==> config.mk <==
export PLATFORM = sky130hd
export DESIGN_NAME = stq_fifo
export DESIGN_NICKNAME = d
export VERILOG_FILES = /design/src/sv/stq_pkg.sv /design/src/sv/stq_fifo.sv
export SDC_FILE = /design/constraint.sdc
export NUM_CORES = 1
export LEC_CHECK = 0
export ABC_AREA = 1
export BUFFER_PORTS_ARGS = -buffer_cell sky130_fd_sc_hd__buf_4
export CELL_PAD_IN_SITES_DETAIL_PLACEMENT = 0
export CELL_PAD_IN_SITES_GLOBAL_PLACEMENT = 1
export CORE_ASPECT_RATIO = 1.2
export CORE_MARGIN = 5
export CORE_UTILIZATION = 45
export DETAILED_ROUTE_END_ITERATION = 10
export PLACE_DENSITY = 0.82
export SLEW_MARGIN = 20
export SYNTH_ARGS = -nofsm -noshare
export SYNTH_HDL_FRONTEND = slang
export SYNTH_SLANG_ARGS = --single-unit
==> constraint.sdc <==
create_clock -name clk -period 26.5 [get_ports clk]
set_input_delay 5.3 -clock clk [delete_from_list [all_inputs] [get_ports clk]]
set_output_delay 5.3 -clock clk [all_outputs]
set_load 0.01 [all_outputs]
==> src/sv/stq_pkg.sv <==
// Shared types, codes and helpers for the sorted timer queue.
// No dependencies.
package stq_pkg;

    localparam int MAX_FIRE = 16;
    localparam int FIRE_IW  = 4;
    localparam int TIME_W   = 48;
    localparam int FS_W     = 39;
    localparam int DIV_STEPS = 6;
    localparam logic [10:0] MS_PER_S = 11'd1000;
    // ceil(2^36 / 1000): exact quotient by 1000 for any 26-bit dividend
    localparam logic [26:0] RECIP_MS = 27'd68719477;
    localparam int RECIP_SHIFT = 36;

    localparam logic [1:0] CMD_SCHED  = 2'd0;
    localparam logic [1:0] CMD_CANCEL = 2'd1;
    localparam logic [1:0] CMD_RESET  = 2'd2;
    localparam logic [1:0] CMD_EXPIRE = 2'd3;

    localparam logic [2:0] KIND_ID      = 3'd0;
    localparam logic [2:0] KIND_DONE    = 3'd1;
    localparam logic [2:0] KIND_FIRED   = 3'd2;
    localparam logic [2:0] KIND_SUMMARY = 3'd3;
    localparam logic [2:0] KIND_FULL    = 3'd4;

    typedef struct packed {
        logic [1:0]  cmd;
        logic [47:0] now_ms;
        logic [30:0] delay_ms;
        logic signed [31:0] period_ms;
        logic [31:0] timer_id;
        logic [31:0] task_tag;
    } in_beat_t;

    typedef struct packed {
        logic [2:0]  kind;
        logic [31:0] out_id;
        logic [31:0] out_task;
        logic [38:0] fire_time_s;
        logic [4:0]  expired_count;
        logic        last;
    } out_beat_t;

    // command as handed from front to back
    typedef struct packed {
        in_beat_t    beat;
        logic [38:0] fs;
    } work_t;

    typedef struct packed {
        logic [47:0] expiry;
        logic [31:0] period;
        logic [31:0] ident;
        logic [31:0] tag;
    } slot_t;

    typedef enum logic [1:0] {
        F_IDLE,
        F_DIV,
        F_PUSH
    } front_state_t;

    typedef enum logic [3:0] {
        B_IDLE,
        B_FULL,
        B_FIND,
        B_INSERT,
        B_ID,
        B_SEARCH,
        B_DONE,
        B_FIRE,
        B_REIN,
        B_SUM
    } back_state_t;

    // now + interval, saturating at the top of the 48-bit time range
    function automatic logic [47:0] sat_add(input logic [47:0] a, input logic [31:0] b);
        logic [48:0] s;
        s = {1'b0, a} + {17'b0, b};
        return s[48] ? {48{1'b1}} : s[47:0];
    endfunction

endpackage

==> src/sv/stq_fifo.sv <==
// Two-entry queue between front and back.
// Depends on stq_pkg.
module stq_fifo
    import stq_pkg::*;
(
    input  logic  clk,
    input  logic  rst_n,
    input  logic  push_valid,
    output logic  push_stall,
    input  work_t push_work,
    output logic  pop_valid,
    input  logic  pop_take,
    output work_t pop_work
);

    work_t      mem_reg [2];
    logic       wr_ptr_reg, rd_ptr_reg;
    logic [1:0] cnt_reg;
    logic       do_push, do_pop;

    assign push_stall = (cnt_reg == 2'd2);
    assign pop_valid  = (cnt_reg != 2'd0);
    assign pop_work   = mem_reg[rd_ptr_reg];
    assign do_push    = push_valid && !push_stall;
    assign do_pop     = pop_valid && pop_take;

    always_ff @(posedge clk or negedge rst_n)
    begin
        if (!rst_n)
        begin
            wr_ptr_reg <= 1'b0;
            rd_ptr_reg <= 1'b0;
            cnt_reg    <= 2'd0;
        end
        else
        begin
            if (do_push)
                wr_ptr_reg <= ~wr_ptr_reg;
            if (do_pop)
                rd_ptr_reg <= ~rd_ptr_reg;
            cnt_reg <= cnt_reg + {1'b0, do_push} - {1'b0, do_pop};
        end
    end

    always_ff @(posedge clk)
    begin
        if (do_push)
            mem_reg[wr_ptr_reg] <= push_work;
    end

endmodule

==> impl_metrics.toml <==
[run_status]
status = "finished clean"

[floorplan]
core_area_um2 = 34910
dieArea_um2 = 39200
num_rows = 75
die_y_um = 215.9
initial_core_util_pct = 45.54
die_width_um = 181.6
pin_count = 438

[clock_network]
clock_latency_ns = 0.54
cts_resized = 0
cts_tree = "built"
cts_buffers = 42
post-cts-setup-buffers = 0
clkSinkCount = 436
cts_max_level = 2
cts_root_buf = "clkbuf_16"
hold_buffers = 0
clkTransAtPathRegs_ns = 0.06
ctsLongestPathBuffers = 3

[worst_setup_path]
reg2reg_slack_ns = 23.25
max_stage_delay_ns = 0.93
cp_max_fo = 121
path_buf_inv = 3
path_class = "reg -> out"
start_kind = "flop"
critPathRequiredTime_ns = 21.20
cp.arrival_ns = 3.41
path_cells = "inv_6 > buf_4 > nand2_1 > nand2_1 > buf_4"
reg2reg_from = "cnt_reg[0]"
crit_start = "rd_ptr_reg"
worst_setup_path_end_kind = "primary output"
cp_slowest_cell = "buf_4"
crit_family = "buffers and inverters"

[timing]
tns_ns = 0
max_slew_margin_pct = 26.13
fin_crit_sh_pct = 32.88
finalHoldViolCount = 0
finalSetupViolCount = 0
setup_slack_ns = 17.79
final-max-slew-violation-count = 0
fmaxAchievable_mhz = 114.8
rsz0062_at_grt = "no"
clock_skew_ns = 0.01450
tightest_slew_ns = 1.108
period_minus_slack_ns = 8.713
whs_ns = 0.4796

[finish]
layout.nets = 1823
stdcell_count = 2097
fillCellCount = 2739
drive_above_1_share_pct = 30.66
postLayoutCellArea_um2 = 20960
largest_reg_flops = 432
area_delta_synth_final_pct = 31.83

[yosys]
synthTopCellsByCount = "nand2_1, edfxtp_1, buf_2"
synth_edf_count = 432
yosysSeqAreaShare_pct = 82.23
yosysMostFrequentCell = "nand2_1"
synth_area_um2 = 15900
synthCells = 1160
synth_warnings = 0
yosysTopAreaCell = "edfxtp_1"
syn_avg_cell_area_um2 = 13.70
syn_nets = 1382
ys_top_cells_by_area = "edfxtp_1, nand2_1, buf_2, buf_4, dfrtp_1"
ys_types = 11
async_flop_share_pct = 0.9174
synth_seq_cells = 436
synth_top_area_share_pct = 81.60
synth_ff_type = "edfxtp_1"

[grt]
grt_antenna_before_repair = 1
first_global_vias = 10050
grt_first_pass_wirelength_mm = 56.52
grt_remaining_overflow = 0
grt_start_max_net_pins = 137
gr-usage-all-layers_pct = 18.50

[power]
power.density_nw_per_um2 = 113.8
clkPwrFrac_pct = 25.0
power.switching_uw = 772.8
swShare_pct = 32.41
seq_power_share_pct = 41.2
p_leak_uw = 0.008902
comb_power_share_pct = 33.8
p_int_uw = 1611
ir_drop_mv = 0.08857

[detailed_routing]
drtPass1Iterations = 5
drt-total-wl_mm = 37.75
drtIter0Drc = 664
ant_nets = 0
wl_per_cell_um = 18.00
routed-via-count = 9966
drc = 0
viasPerCell = 4.753

[hold_path]
hold_path_class = "reg -> reg"
holdCritStartpoint = "wr_ptr_reg"

[placed_design]
io_buffers = 437
place.gp.congestion = 0.8232
place_ws_ns = 18.35
dpl.cell_count = 2019
dp_hpwl_mm = 24.74
place_area_um2 = 19570

[job]
max_cap_viol_count = 0
[metrics by stage]
| stage | total power (uW) | utilization (%) |
|---|---|---|
| 2_1_floorplan | 1438 | - |
| 3_3_place_gp | 1807 | 56.06 |
| 3_5_place_dp | 1817 | 56.06 |
| 4_1_cts | 2415 | 60.02 |
| 5_1_grt | 2519 | 60.04 |
| 6_report | 2384 | 60.04 |
[per-layer routing]
layer  share of wire [%]  GRT usage (%)  up-vias
met5                   0              0        -
met4                 2.9          5.981        0
met3                  11          7.073       64
met2                  49          31.01      398
met1                  37          22.14     4710
li1                    -              -     4794
[logic make-up after synthesis]
logic type | Yosys count | synth area share, %
fa+ha+maj | 2 | 0.1574
flops | 436 | 82.23
simple gates | 665 | 15.72
buf+inv | 57 | 1.889
[area by class of cell]
cell class / count / area, um2 / share of cell area (%)
Clock buffer: 58 / 1175 / 5.606
Multi-Input combinational cell: 667 / 2532 / 12.08
Sequential cell: 436 / 13080 / 62.39
Inverter: 10 / 50.05 / 0.2388
Clock inverter: 19 / 206.4 / 0.9851
Antenna cell: 1 / 2.502 / 0.01194
Tap cell: 462 / 578.1 / 2.758
Timing Repair Buffer: 444 / 3337 / 15.92
[worst min-delay path: stages (launching register included)]
cell     delay [ns]
dfrtp_1        0.35
nand2_1        0.05
nand2_1        0.04
[path summary, 6_finish.rpt]
check | to | cells after the start
worst max-delay path | pop_work[210] | 5
worst min-delay path | wr_ptr_reg | 2
worst max register to register | mem_reg[1][163] | 6
worst min register to register | wr_ptr_reg | 2
max in group asynchronous | rd_ptr_reg | 1
min in group asynchronous | wr_ptr_reg | 1
[power groups by stage]
| stage | clock network, uW | logic, uW | registers [uW] |
|---|---|---|---|
| 6_report | 596 | 807 | 982 |
| 5_1_grt | 636 | 888 | 995 |
| 4_1_cts | 608 | 824 | 983 |
| 3_5_place_dp | 0 | 821 | 997 |
| 3_3_place_gp | 0 | 816 | 991 |
| 2_1_floorplan | 0 | 412 | 1030 |
[cells in the final DEF (no fill, tap or decap)]
cell type,n
clkinv_1,11
edfxtp_1,432
bufinv_16,5
diode_2,1
nand3_1,3
inv_8,1
nor2_4,1
dfrtp_4,1
inv_1,8
inv_6,1
dfrtp_1,3
clkinv_2,3
clkbuf_16,45
clkbuf_1,13
nand2_1,661
ha_1,2
buf_4,443
buf_6,1
Power figures use the tool's default switching activity.
