<file path="src/sv/stq_pkg.sv">
// Shared types, codes and helpers for the sorted timer queue.
// No dependencies.
package stq_pkg;

    localparam int MAX_FIRE = 16;
    localparam int FIRE_IW  = 4;
    localparam int TIME_W   = 48;
    localparam int FS_W     = 39;
    localparam int DIV_STEPS = 6;
    localparam logic [10:0] MS_PER_S = 11'd1000;
    // ceil(2^36 / 1000): exact quotient by 1000 for any 26-bit dividend
    localparam logic [26:0] RECIP_MS = 27'd68719477;
    localparam int RECIP_SHIFT = 36;

    localparam logic [1:0] CMD_SCHED  = 2'd0;
    localparam logic [1:0] CMD_CANCEL = 2'd1;
    localparam logic [1:0] CMD_RESET  = 2'd2;
    localparam logic [1:0] CMD_EXPIRE = 2'd3;

    localparam logic [2:0] KIND_ID      = 3'd0;
    localparam logic [2:0] KIND_DONE    = 3'd1;
    localparam logic [2:0] KIND_FIRED   = 3'd2;
    localparam logic [2:0] KIND_SUMMARY = 3'd3;
    localparam logic [2:0] KIND_FULL    = 3'd4;

    typedef struct packed {
        logic [1:0]  cmd;
        logic [47:0] now_ms;
        logic [30:0] delay_ms;
        logic signed [31:0] period_ms;
        logic [31:0] timer_id;
        logic [31:0] task_tag;
    } in_beat_t;

    typedef struct packed {
        logic [2:0]  kind;
        logic [31:0] out_id;
        logic [31:0] out_task;
        logic [38:0] fire_time_s;
        logic [4:0]  expired_count;
        logic        last;
    } out_beat_t;

    // command as handed from front to back
    typedef struct packed {
        in_beat_t    beat;
        logic [38:0] fs;
    } work_t;

    typedef struct packed {
        logic [47:0] expiry;
        logic [31:0] period;
        logic [31:0] ident;
        logic [31:0] tag;
    } slot_t;

    typedef enum logic [1:0] {
        F_IDLE,
        F_DIV,
        F_PUSH
    } front_state_t;

    typedef enum logic [3:0] {
        B_IDLE,
        B_FULL,
        B_FIND,
        B_INSERT,
        B_ID,
        B_SEARCH,
        B_DONE,
        B_FIRE,
        B_REIN,
        B_SUM
    } back_state_t;

    // now + interval, saturating at the top of the 48-bit time range
    function automatic logic [47:0] sat_add(input logic [47:0] a, input logic [31:0] b);
        logic [48:0] s;
        s = {1'b0, a} + {17'b0, b};
        return s[48] ? {48{1'b1}} : s[47:0];
    endfunction

endpackage

</file>
<file path="src/sv/stq_front.sv">
// Front end: accepts command beats and works out seconds for expire checks.
// Depends on stq_pkg.
module stq_front
    import stq_pkg::*;
(
    input  logic     clk,
    input  logic     rst_n,
    input  logic     in_valid,
    output logic     in_stall,
    input  in_beat_t in_beat,
    output logic     push_valid,
    input  logic     push_stall,
    output work_t    push_work
);

    front_state_t state_reg, state_next;
    in_beat_t     item_reg;
    logic [47:0]  dvd_reg, dvd_next;
    logic [9:0]   rem_reg, rem_next;
    logic [15:0]  qch_reg, qch_next;
    logic [2:0]   step_reg, step_next;
    logic [25:0]  part;
    logic [52:0]  prod;
    logic [25:0]  back_mul;
    logic [25:0]  part_rem;

    // divide by 1000 in 16-bit chunks, top chunk first; for each chunk a
    // reciprocal multiply for the chunk quotient, then the remainder
    always_comb
    begin
        part      = {rem_reg, dvd_reg[47:32]};
        prod      = {27'b0, part} * {26'b0, RECIP_MS};
        qch_next  = prod[RECIP_SHIFT+15:RECIP_SHIFT];
        back_mul  = {10'b0, qch_reg} * 26'(MS_PER_S);
        part_rem  = part - back_mul;
        rem_next  = part_rem[9:0];
        dvd_next  = {dvd_reg[31:0], qch_reg};
        step_next = step_reg + 3'd1;
    end

    always_comb
    begin
        state_next = state_reg;
        unique case (state_reg)
            F_IDLE:
            begin
                if (in_valid)
                    state_next = (in_beat.cmd == CMD_EXPIRE) ? F_DIV : F_PUSH;
            end
            F_DIV:
            begin
                if (step_reg == 3'(DIV_STEPS - 1))
                    state_next = F_PUSH;
            end
            F_PUSH:
            begin
                if (!push_stall)
                    state_next = F_IDLE;
            end
            default: state_next = F_IDLE;
        endcase
    end

    always_comb
    begin
        in_stall       = (state_reg != F_IDLE);
        push_valid     = (state_reg == F_PUSH);
        push_work.beat = item_reg;
        push_work.fs   = dvd_reg[38:0];
    end

    always_ff @(posedge clk or negedge rst_n)
    begin
        if (!rst_n)
            state_reg <= F_IDLE;
        else
            state_reg <= state_next;
    end

    always_ff @(posedge clk)
    begin
        if (state_reg == F_IDLE && in_valid)
        begin
            item_reg <= in_beat;
            dvd_reg  <= in_beat.now_ms;
            rem_reg  <= '0;
            step_reg <= '0;
        end
        else if (state_reg == F_DIV)
        begin
            step_reg <= step_next;
            if (!step_reg[0])
                qch_reg <= qch_next;
            else
            begin
                dvd_reg <= dvd_next;
                rem_reg <= rem_next;
            end
        end
    end

endmodule

</file>
<file path="config.mk">
export PLATFORM = sky130hd
export DESIGN_NAME = stq_front
export DESIGN_NICKNAME = d
export VERILOG_FILES = /design/src/sv/stq_pkg.sv /design/src/sv/stq_front.sv
export SDC_FILE = /design/constraint.sdc
export NUM_CORES = 1
export LEC_CHECK = 0
export ABC_AREA = 1
export ABC_CLOCK_PERIOD_IN_PS = 9500
export BUFFER_PORTS_ARGS = -buffer_cell sky130_fd_sc_hd__buf_2
export CAP_MARGIN = 20
export CORE_MARGIN = 2
export CORE_UTILIZATION = 30
export DETAILED_ROUTE_END_ITERATION = 10
export GPL_TIMING_DRIVEN = 0
export PLACE_DENSITY = 0.56
export SLEW_MARGIN = 10
export SYNTH_ARGS = -nofsm -noshare
export SYNTH_HDL_FRONTEND = slang
export SYNTH_SLANG_ARGS = --single-unit
</file>
<file path="constraint.sdc">
create_clock -name clk -period 9.5 [get_ports clk]
set_clock_uncertainty 0.15 [all_clocks]
set_input_delay 0.95 -clock clk [delete_from_list [all_inputs] [get_ports clk]]
set_output_delay 0.95 -clock clk [all_outputs]
set_load 0.01 [all_outputs]
</file>
==> results of run 1 <==
metrics by stage:
step           setup WS [ps]  cell area (um^2)  hold WS [ps]  instances
5_1_grt                 2299             25230         28.32       3461
3_3_place_gp           75.91             24320         295.6       3411
2_1_floorplan           2573             21160         285.1       2073
4_1_cts                 2525             25230         21.63       3461
6_report                2603             25230         44.92       3462
3_5_place_dp            2570             24420         316.2       3415
how the worst max path moves through the flow:
stage | startpoint | to | depth (start not counted)
floorplan | in_valid | push_work[100] | 3
global placement | in_valid | dvd_reg[38] | 6
detailed placement | dvd_reg[41] | qch_reg[7] | 21
CTS | dvd_reg[41] | qch_reg[7] | 21
global route | dvd_reg[41] | qch_reg[7] | 21
finish | dvd_reg[41] | qch_reg[7] | 21
synthesized netlist by cell type (2+ instances only):
cell type | count | area, um^2
nand4_1 | 19 | 118.9
o21bai_1 | 10 | 75.07
o21ai_0 | 35 | 175.2
xor2_1 | 3 | 26.28
nand2_1 | 396 | 1486
fa_1 | 216 | 4324
dfrtp_1 | 2 | 50.05
nand3_2 | 3 | 30.03
nor3_1 | 8 | 40.04
nand2_2 | 12 | 75.07
buf_4 | 39 | 292.8
dfxtp_1 | 13 | 260.3
o22ai_1 | 7 | 43.79
nand3b_1 | 3 | 22.52
xnor2_1 | 2 | 17.52
nor2_2 | 8 | 50.05
inv_1 | 512 | 1922
a21oi_1 | 60 | 300.3
or2_2 | 2 | 12.51
buf_2 | 5 | 25.02
a21o_1 | 3 | 22.52
nor2_4 | 10 | 112.6
clkbuf_1 | 5 | 18.77
nor3_2 | 12 | 120.1
nand3_1 | 51 | 255.2
edfxtp_1 | 241 | 7237
inv_2 | 13 | 48.80
nor2_1 | 81 | 304.0
ha_1 | 287 | 3591
o21ai_1 | 5 | 25.02
layout by cell type, fill, tap and decap left out, types with 9 or more instances in the layout:
| master | count |
|---|---|
| a21oi_1 | 60 |
| buf_2 | 403 |
| buf_4 | 40 |
| clkbuf_1 | 9 |
| clkbuf_16 | 27 |
| dfxtp_1 | 13 |
| edfxtp_1 | 241 |
| fa_1 | 216 |
| ha_1 | 287 |
| inv_1 | 512 |
| inv_2 | 13 |
| nand2_1 | 396 |
| nand2_2 | 12 |
| nand3_1 | 51 |
| nand4_1 | 19 |
| nor2_1 | 81 |
| nor2_4 | 10 |
| nor3_2 | 12 |
| o21ai_0 | 35 |
| o21bai_1 | 10 |
critical path, cell delays in order, from the launching register on:
cell and delay, ps:
edfxtp_1 920, inv_1 410, ha_1 440, fa_1 540, fa_1 440, fa_1 500, fa_1 550, inv_1 50
fa_1 490, inv_1 70, fa_1 500, inv_1 50, ha_1 310, nand2_1 80, nand2_1 80, o21bai_1 190
a21oi_1 210, nor2_1 60, o21ai_0 260, nand3_1 110, nand2_1 70, nand2_1 120
layout make-up:
type	count	area, um^2	share of cell area (%)
antenna	1	2.502	0.009919
buffer	49	340.3	1.349
clock buffer	32	694.4	2.752
clock inverter	14	113.9	0.4513
inverter	526	1974	7.826
multi-input combinational	1242	11300	44.78
sequential	256	7547	29.91
tap	940	1176	4.662
timing repair buffer	402	2082	8.252
per-layer routing:
metal | up-vias | part of all wire (%)
li1 | 7336 | -
met1 | 7252 | 43
met2 | 340 | 51
met3 | 71 | 3.0
met4 | 0 | 2.7
met5 | - | 0
cells by family (layout without fill, tap and decap cells):
| group | count (synthesis) | in the layout |
|---|---|---|
| xor gates and xnor gates | 5 | 5 |
| other | 0 | 1 |
| buffers and inverters | 575 | 1023 |
| adders and majority gates | 503 | 503 |
| AOI/OAI and AO/OA | 125 | 125 |
| and+or+nand+nor | 609 | 609 |
| DFF | 256 | 256 |
==> out/results.tsv, run 1 <==
stage	metric	value	unit
run_status	status	finished clean	
sta	fmax	145.0	MHz
grt	total gr overflow	0	
synthesis	FFs w/ async S/R, synth	0.7813	%
synthesis	xor and xnor fraction of the mapped netlist area	0.2070	%
grt	GRT met2 Usage	30.21	%
synthesis	Synth Area in Simple Gates	12.57	%
grt	gr usage total	16.64	%
synthesis	largest family of logic cells by synthesized area	adder cells	
worst_setup_path	crit start category	flip-flop	
detailed_routing	post-route ant nets	0	
worst_setup_path	RR Endpoint	qch_reg[7]	
worst_hold_path	Min-Delay Path Class	input pin to asynchronous set/reset pin	
grt	gr busiest metal	met2	
layout	nets	3188	
sta	Pins Over Slew Limit	0	
sta	post-route minimum period	6897	ps
clocking	clk_lat worst skew	530	ps
grt	initial antenna violation count	0	
die	core area	0.06991	mm^2
grt	number of global-route vias before repair	15410	
die	row cnt	97	
sta	Worst slew margin	36.07	%
placement	Buffers on Ports	398	
synthesis	Yosys reg bits	256	
layout	synth-to-layout area growth	19.25	%
layout	fill count	7181	
clocking	CTS clock-pin slew for the worst setup and hold paths	60	ps
worst_setup_path	Worst Reg-to-Reg Cells	21	
layout	layout cell share with drive strength beyond 1	21.54	%
grt	grt met3 use	1.425	%
grt	GRT met1 Usage	21.22	%
placement	DPL Wire Length	52.17	mm
synthesis	Avg Cell Area, Syn	10.21	um^2
clocking	CTS Root Buffer Type	clkbuf_16	
die	die area	0.07266	mm^2
die	num ports	399	
run	Max Cap Viol	0	
clocking	CTS Sinks	256	
synthesis	post-synthesis mux area share	0	%
worst_setup_path	WP data required	9600	ps
sta	worst-margin pin slew	959.0	ps
detailed_routing	routed len/inst	17.51	um
clocking	Max Root-Sink Buffers	3	
sta	Hold Violations, Final	0	
sta	Final Setup Violations	0	
synthesis	Syn. warnings	0	
synthesis	synthesized area	0.02116	mm^2
worst_setup_path	CP endpoint kind	flip-flop	
detailed_routing	vias	15000	
synthesis	Synth Area in Compound Gates	3.217	%
sta	RSZ-0062 raised after global routing	false	
clocking	CTS tree	done	
detailed_routing	drt first pass iters	7	
synthesis	Gate Count Post-Synth	2073	
synthesis	post-synthesis adder-cell area fraction	37.41	%
layout	Layout Utilization	36.09	%
detailed_routing	Post-Route WL	60.63	mm
synthesis	sequential cell area fraction in the yosys report	35.67	%
clocking	Post-CTS Setup Bufs	0	
synthesis	Post-synth top flop	edfxtp_1	
worst_setup_path	WS Path Type	flip-flop to flip-flop	
detailed_routing	DRC viols	0	
layout	Largest register FFs	177	
die	die span in x	269.6	um
clocking	htree depth	1	
sta	Tcrit/Tclk final	72.60	%
worst_setup_path	Worst R2R Start	dvd_reg[41]	
detailed_routing	DR vias/cell	4.332	
clocking	cts bufs inserted	27	
synthesis	Yosys cell types	40	
grt	first-pass GRT wire length	92.61	mm
die	Die Y	269.6	um
sta	final setup TNS	0	ps
synthesis	EDFF count, synth	241	
grt	largest net degree at the start of global routing	62	
placement	routability cong.	0.9309	
clocking	cts hold-fix bufs	0	
clocking	post-cts resize count	0	
worst_setup_path	CP arrival	6990	ps
worst_setup_path	maximum fanout along the worst path	10	
synthesis	Syn Nets	2757	
detailed_routing	initial DRC count	861	
die	Initial Util	30.26	%
worst_setup_path	r2r setup slk	2600	ps
Power of run 1 is left out: the tool's default activity adds up to more than one toggle a clock period on the data nets, which glitch-free logic cannot reach.
==> run 2, diff against run 1 <==
--- a/config.mk
+++ b/config.mk
@@ -6,14 +6,14 @@
 export NUM_CORES = 1
 export LEC_CHECK = 0
 export ABC_AREA = 1
-export ABC_CLOCK_PERIOD_IN_PS = 9500
+export ABC_CLOCK_PERIOD_IN_PS = 6100
 export BUFFER_PORTS_ARGS = -buffer_cell sky130_fd_sc_hd__buf_2
 export CAP_MARGIN = 20
 export CORE_MARGIN = 2
 export CORE_UTILIZATION = 30
 export DETAILED_ROUTE_END_ITERATION = 10
 export GPL_TIMING_DRIVEN = 0
-export PLACE_DENSITY = 0.56
+export PLACE_DENSITY = 0.58
 export SLEW_MARGIN = 10
 export SYNTH_ARGS = -nofsm -noshare
 export SYNTH_HDL_FRONTEND = slang
==> constraint.sdc (replaced) <==
create_clock -name clk -period 6.1 [get_ports clk]
set_clock_uncertainty 0.15 [all_clocks]
set_input_delay 0.61 -clock clk [delete_from_list [all_inputs] [get_ports clk]]
set_output_delay 0.61 -clock clk [all_outputs]
set_load 0.01 [all_outputs]
==> run 2 against run 1 <==
Compared with the run above:
- via count rose by 2.2%
- setup slack got worse by 2500 ps
- flip-flop and latch count did not move
- die area did not move
- design area rose by 3.8%
- critical path type unchanged
==> out/results.tsv, run 2 (synthesis results as in run 1) <==
stage	metric	value	unit
run_status	status	finished clean	
worst_setup_path	maximum fanout along the worst path	4	
worst_hold_path	Worst Hold Depth	1	
layout	synth-to-layout area growth	23.84	%
grt	initial antenna violation count	3	
worst_setup_path	CP arrival	6070	ps
worst_setup_path	CP max stage delay	570	ps
sta	fmax	168.1	MHz
worst_setup_path	slowest stage cell, crit path	fa_1	
clocking	CTS Root Buffer Type	clkbuf_16	
layout	Finished Cell Area	0.02620	mm^2
worst_setup_path	CP dominant cell by count	fa_1	
detailed_routing	routed len/inst	17.66	um
sta	Final Setup Violations	0	
clocking	CTS clock-pin slew for the worst setup and hold paths	60	ps
grt	GRT met1 Usage	20.41	%
placement	routability cong.	0.9441	
detailed_routing	DRC viols	0	
detailed_routing	drt first pass iters	5	
detailed_routing	initial DRC count	876	
placement	Post-DP Area	0.02437	mm^2
worst_setup_path	r2r setup slk	150	ps
worst_setup_path	CP endpoint kind	flip-flop	
layout	multi-input logic area	0.01184	mm^2
detailed_routing	Post-Route WL	61.90	mm
layout	Largest register FFs	177	
sta	Hold Violations, Final	0	
detailed_routing	post-route ant nets	0	
grt	GRT met2 Usage	30.73	%
clocking	CTS Sinks	256	
grt	gr usage total	16.86	%
die	core area	0.06991	mm^2
detailed_routing	DR vias/cell	4.374	
layout	Final Non-Filler Cells	3506	
detailed_routing	vias	15340	
run	Max Cap Viol	0	
die	Initial Util	30.26	%
worst_setup_path	WS Path Type	flip-flop to flip-flop	
layout	most frequent cells in the layout	inv_1 (505), buf_2 (403), nand2_1 (378)	
clocking	CTS tree	done	
sta	worst-margin pin slew	837.9	ps
worst_setup_path	RR Endpoint	qch_reg[6]	
worst_hold_path	Min-Delay Path Class	input pin to flip-flop	
grt	gr busiest metal	met2	
die	num ports	399	
grt	number of global-route vias before repair	15540	
worst_hold_path	hold endpoint	push_work[131]	
die	die area	0.07266	mm^2
layout	commonest non-fill, non-tap cell in the layout	inv_1	
grt	total gr overflow	0	
worst_setup_path	WP data required	6220	ps
layout	layout cell share with drive strength beyond 1	27.15	%
die	Die Y	269.6	um
sta	Tcrit/Tclk final	97.51	%
die	row cnt	97	
worst_setup_path	Worst R2R Start	rem_reg[6]	
layout	fill count	7019	
clocking	htree depth	1	
clocking	cts bufs inserted	27	
grt	first-pass GRT wire length	93.20	mm
sta	Pins Over Slew Limit	0	
placement	DPL Wire Length	51.05	mm
worst_setup_path	crit start category	flip-flop	
worst_setup_path	CP cell instances	clkinvlp_4 > fa_1 > inv_1 > fa_1 > fa_1 > fa_1 > fa_1 > fa_1 > inv_1 > fa_1 > inv_1 > ha_1 > nand2_4 > nor2_4 > nand2_1 > nor3_2 > nand4_1 > nand4_1 > nand2_1	
worst_setup_path	Buffers & Inverters on Critical Path	4	
layout	nets	3228	
worst_setup_path	Worst Reg-to-Reg Cells	19	
placement	Buffers on Ports	398	
sta	RSZ-0062 raised after global routing	true	
clocking	Max Root-Sink Buffers	3	
placement	placed insts	3413	
die	die span in x	269.6	um
sta	post-route minimum period	5948	ps
grt	grt met3 use	1.959	%
sta	Worst slew margin	44.14	%
layout	FF/Latch Area	0.007577	mm^2
worst_setup_path	critical path's top delay family	adder cells	
grt	largest net degree at the start of global routing	97	
worst_hold_path	HP Start	in_beat[92]	
clocking	clk_lat worst skew	550	ps
run 2: worst max path at each step:
stage	start	to	slack (ps)	depth (start not counted)
6_report	rem_reg[6]	qch_reg[6]	150	19
5_1_grt	rem_reg[6]	qch_reg[6]	-30	19
4_1_cts	rem_reg[4]	qch_reg[4]	-3	19
3_5_place_dp	dvd_reg[41]	qch_reg[7]	-810	21
3_3_place_gp	dvd_reg[41]	qch_reg[7]	-770	21
2_1_floorplan	dvd_reg[44]	qch_reg[7]	520	21
run 2: repair_timing:
item / 4_1_cts / 5_1_grt
endpoints found under the hold margin: 2 / 0
hold buffers: 1 / 0
setup endpoints to repair: 16 / 16
buffers inserted: 23 / 18
gates resized for setup: 38 / 118
pin swaps: 3 / 26
run 2: per-layer routing:
metal / vias up / wire [um]
li1: 7421 / -
met1: 7358 / 24580
met2: 451 / 31950
met3: 105 / 2699
met4: 0 / 2670
met5: - / 0
run 2: layout make-up:
cell class | count | area share [%]
clock buffers | 32 | 2.765
repair buffers | 442 | 9.212
plain buffers | 49 | 1.323
clock inverters | 17 | 0.5396
multi-input cells | 1242 | 45.18
well taps | 940 | 4.489
diodes | 2 | 0.01910
flip-flops and latches | 256 | 28.92
inverters | 526 | 7.550
run 2: worst reg2reg max path, cell delays in order, from the launching register on:
cell and delay [ps]:
dfxtp_4 370, clkinvlp_4 110, fa_1 490, inv_1 70
fa_1 530, fa_1 450, fa_1 570, fa_1 470
fa_1 500, inv_1 50, fa_1 480, inv_1 40
ha_1 350, nand2_4 100, nor2_4 160, nand2_1 110
nor3_2 230, nand4_1 190, nand4_1 140, nand2_1 120
run 2: stage by stage:
step / setup TNS (ps) / utilization, % / hold slack [ps] / worst slack [ps]
finish: 0 / 37.48 / 91.04 / 151.9
CTS: -2.703 / 36.52 / 56.91 / -2.703
global route: -86.32 / 37.48 / 60.60 / -31.05
global placement: -9523 / 34.80 / 252.1 / -769.7
detailed placement: -10050 / 34.86 / 247.7 / -811.9
floorplan: 0 / - / 164.4 / 518.7
Power of run 2 is left out for the same reason.
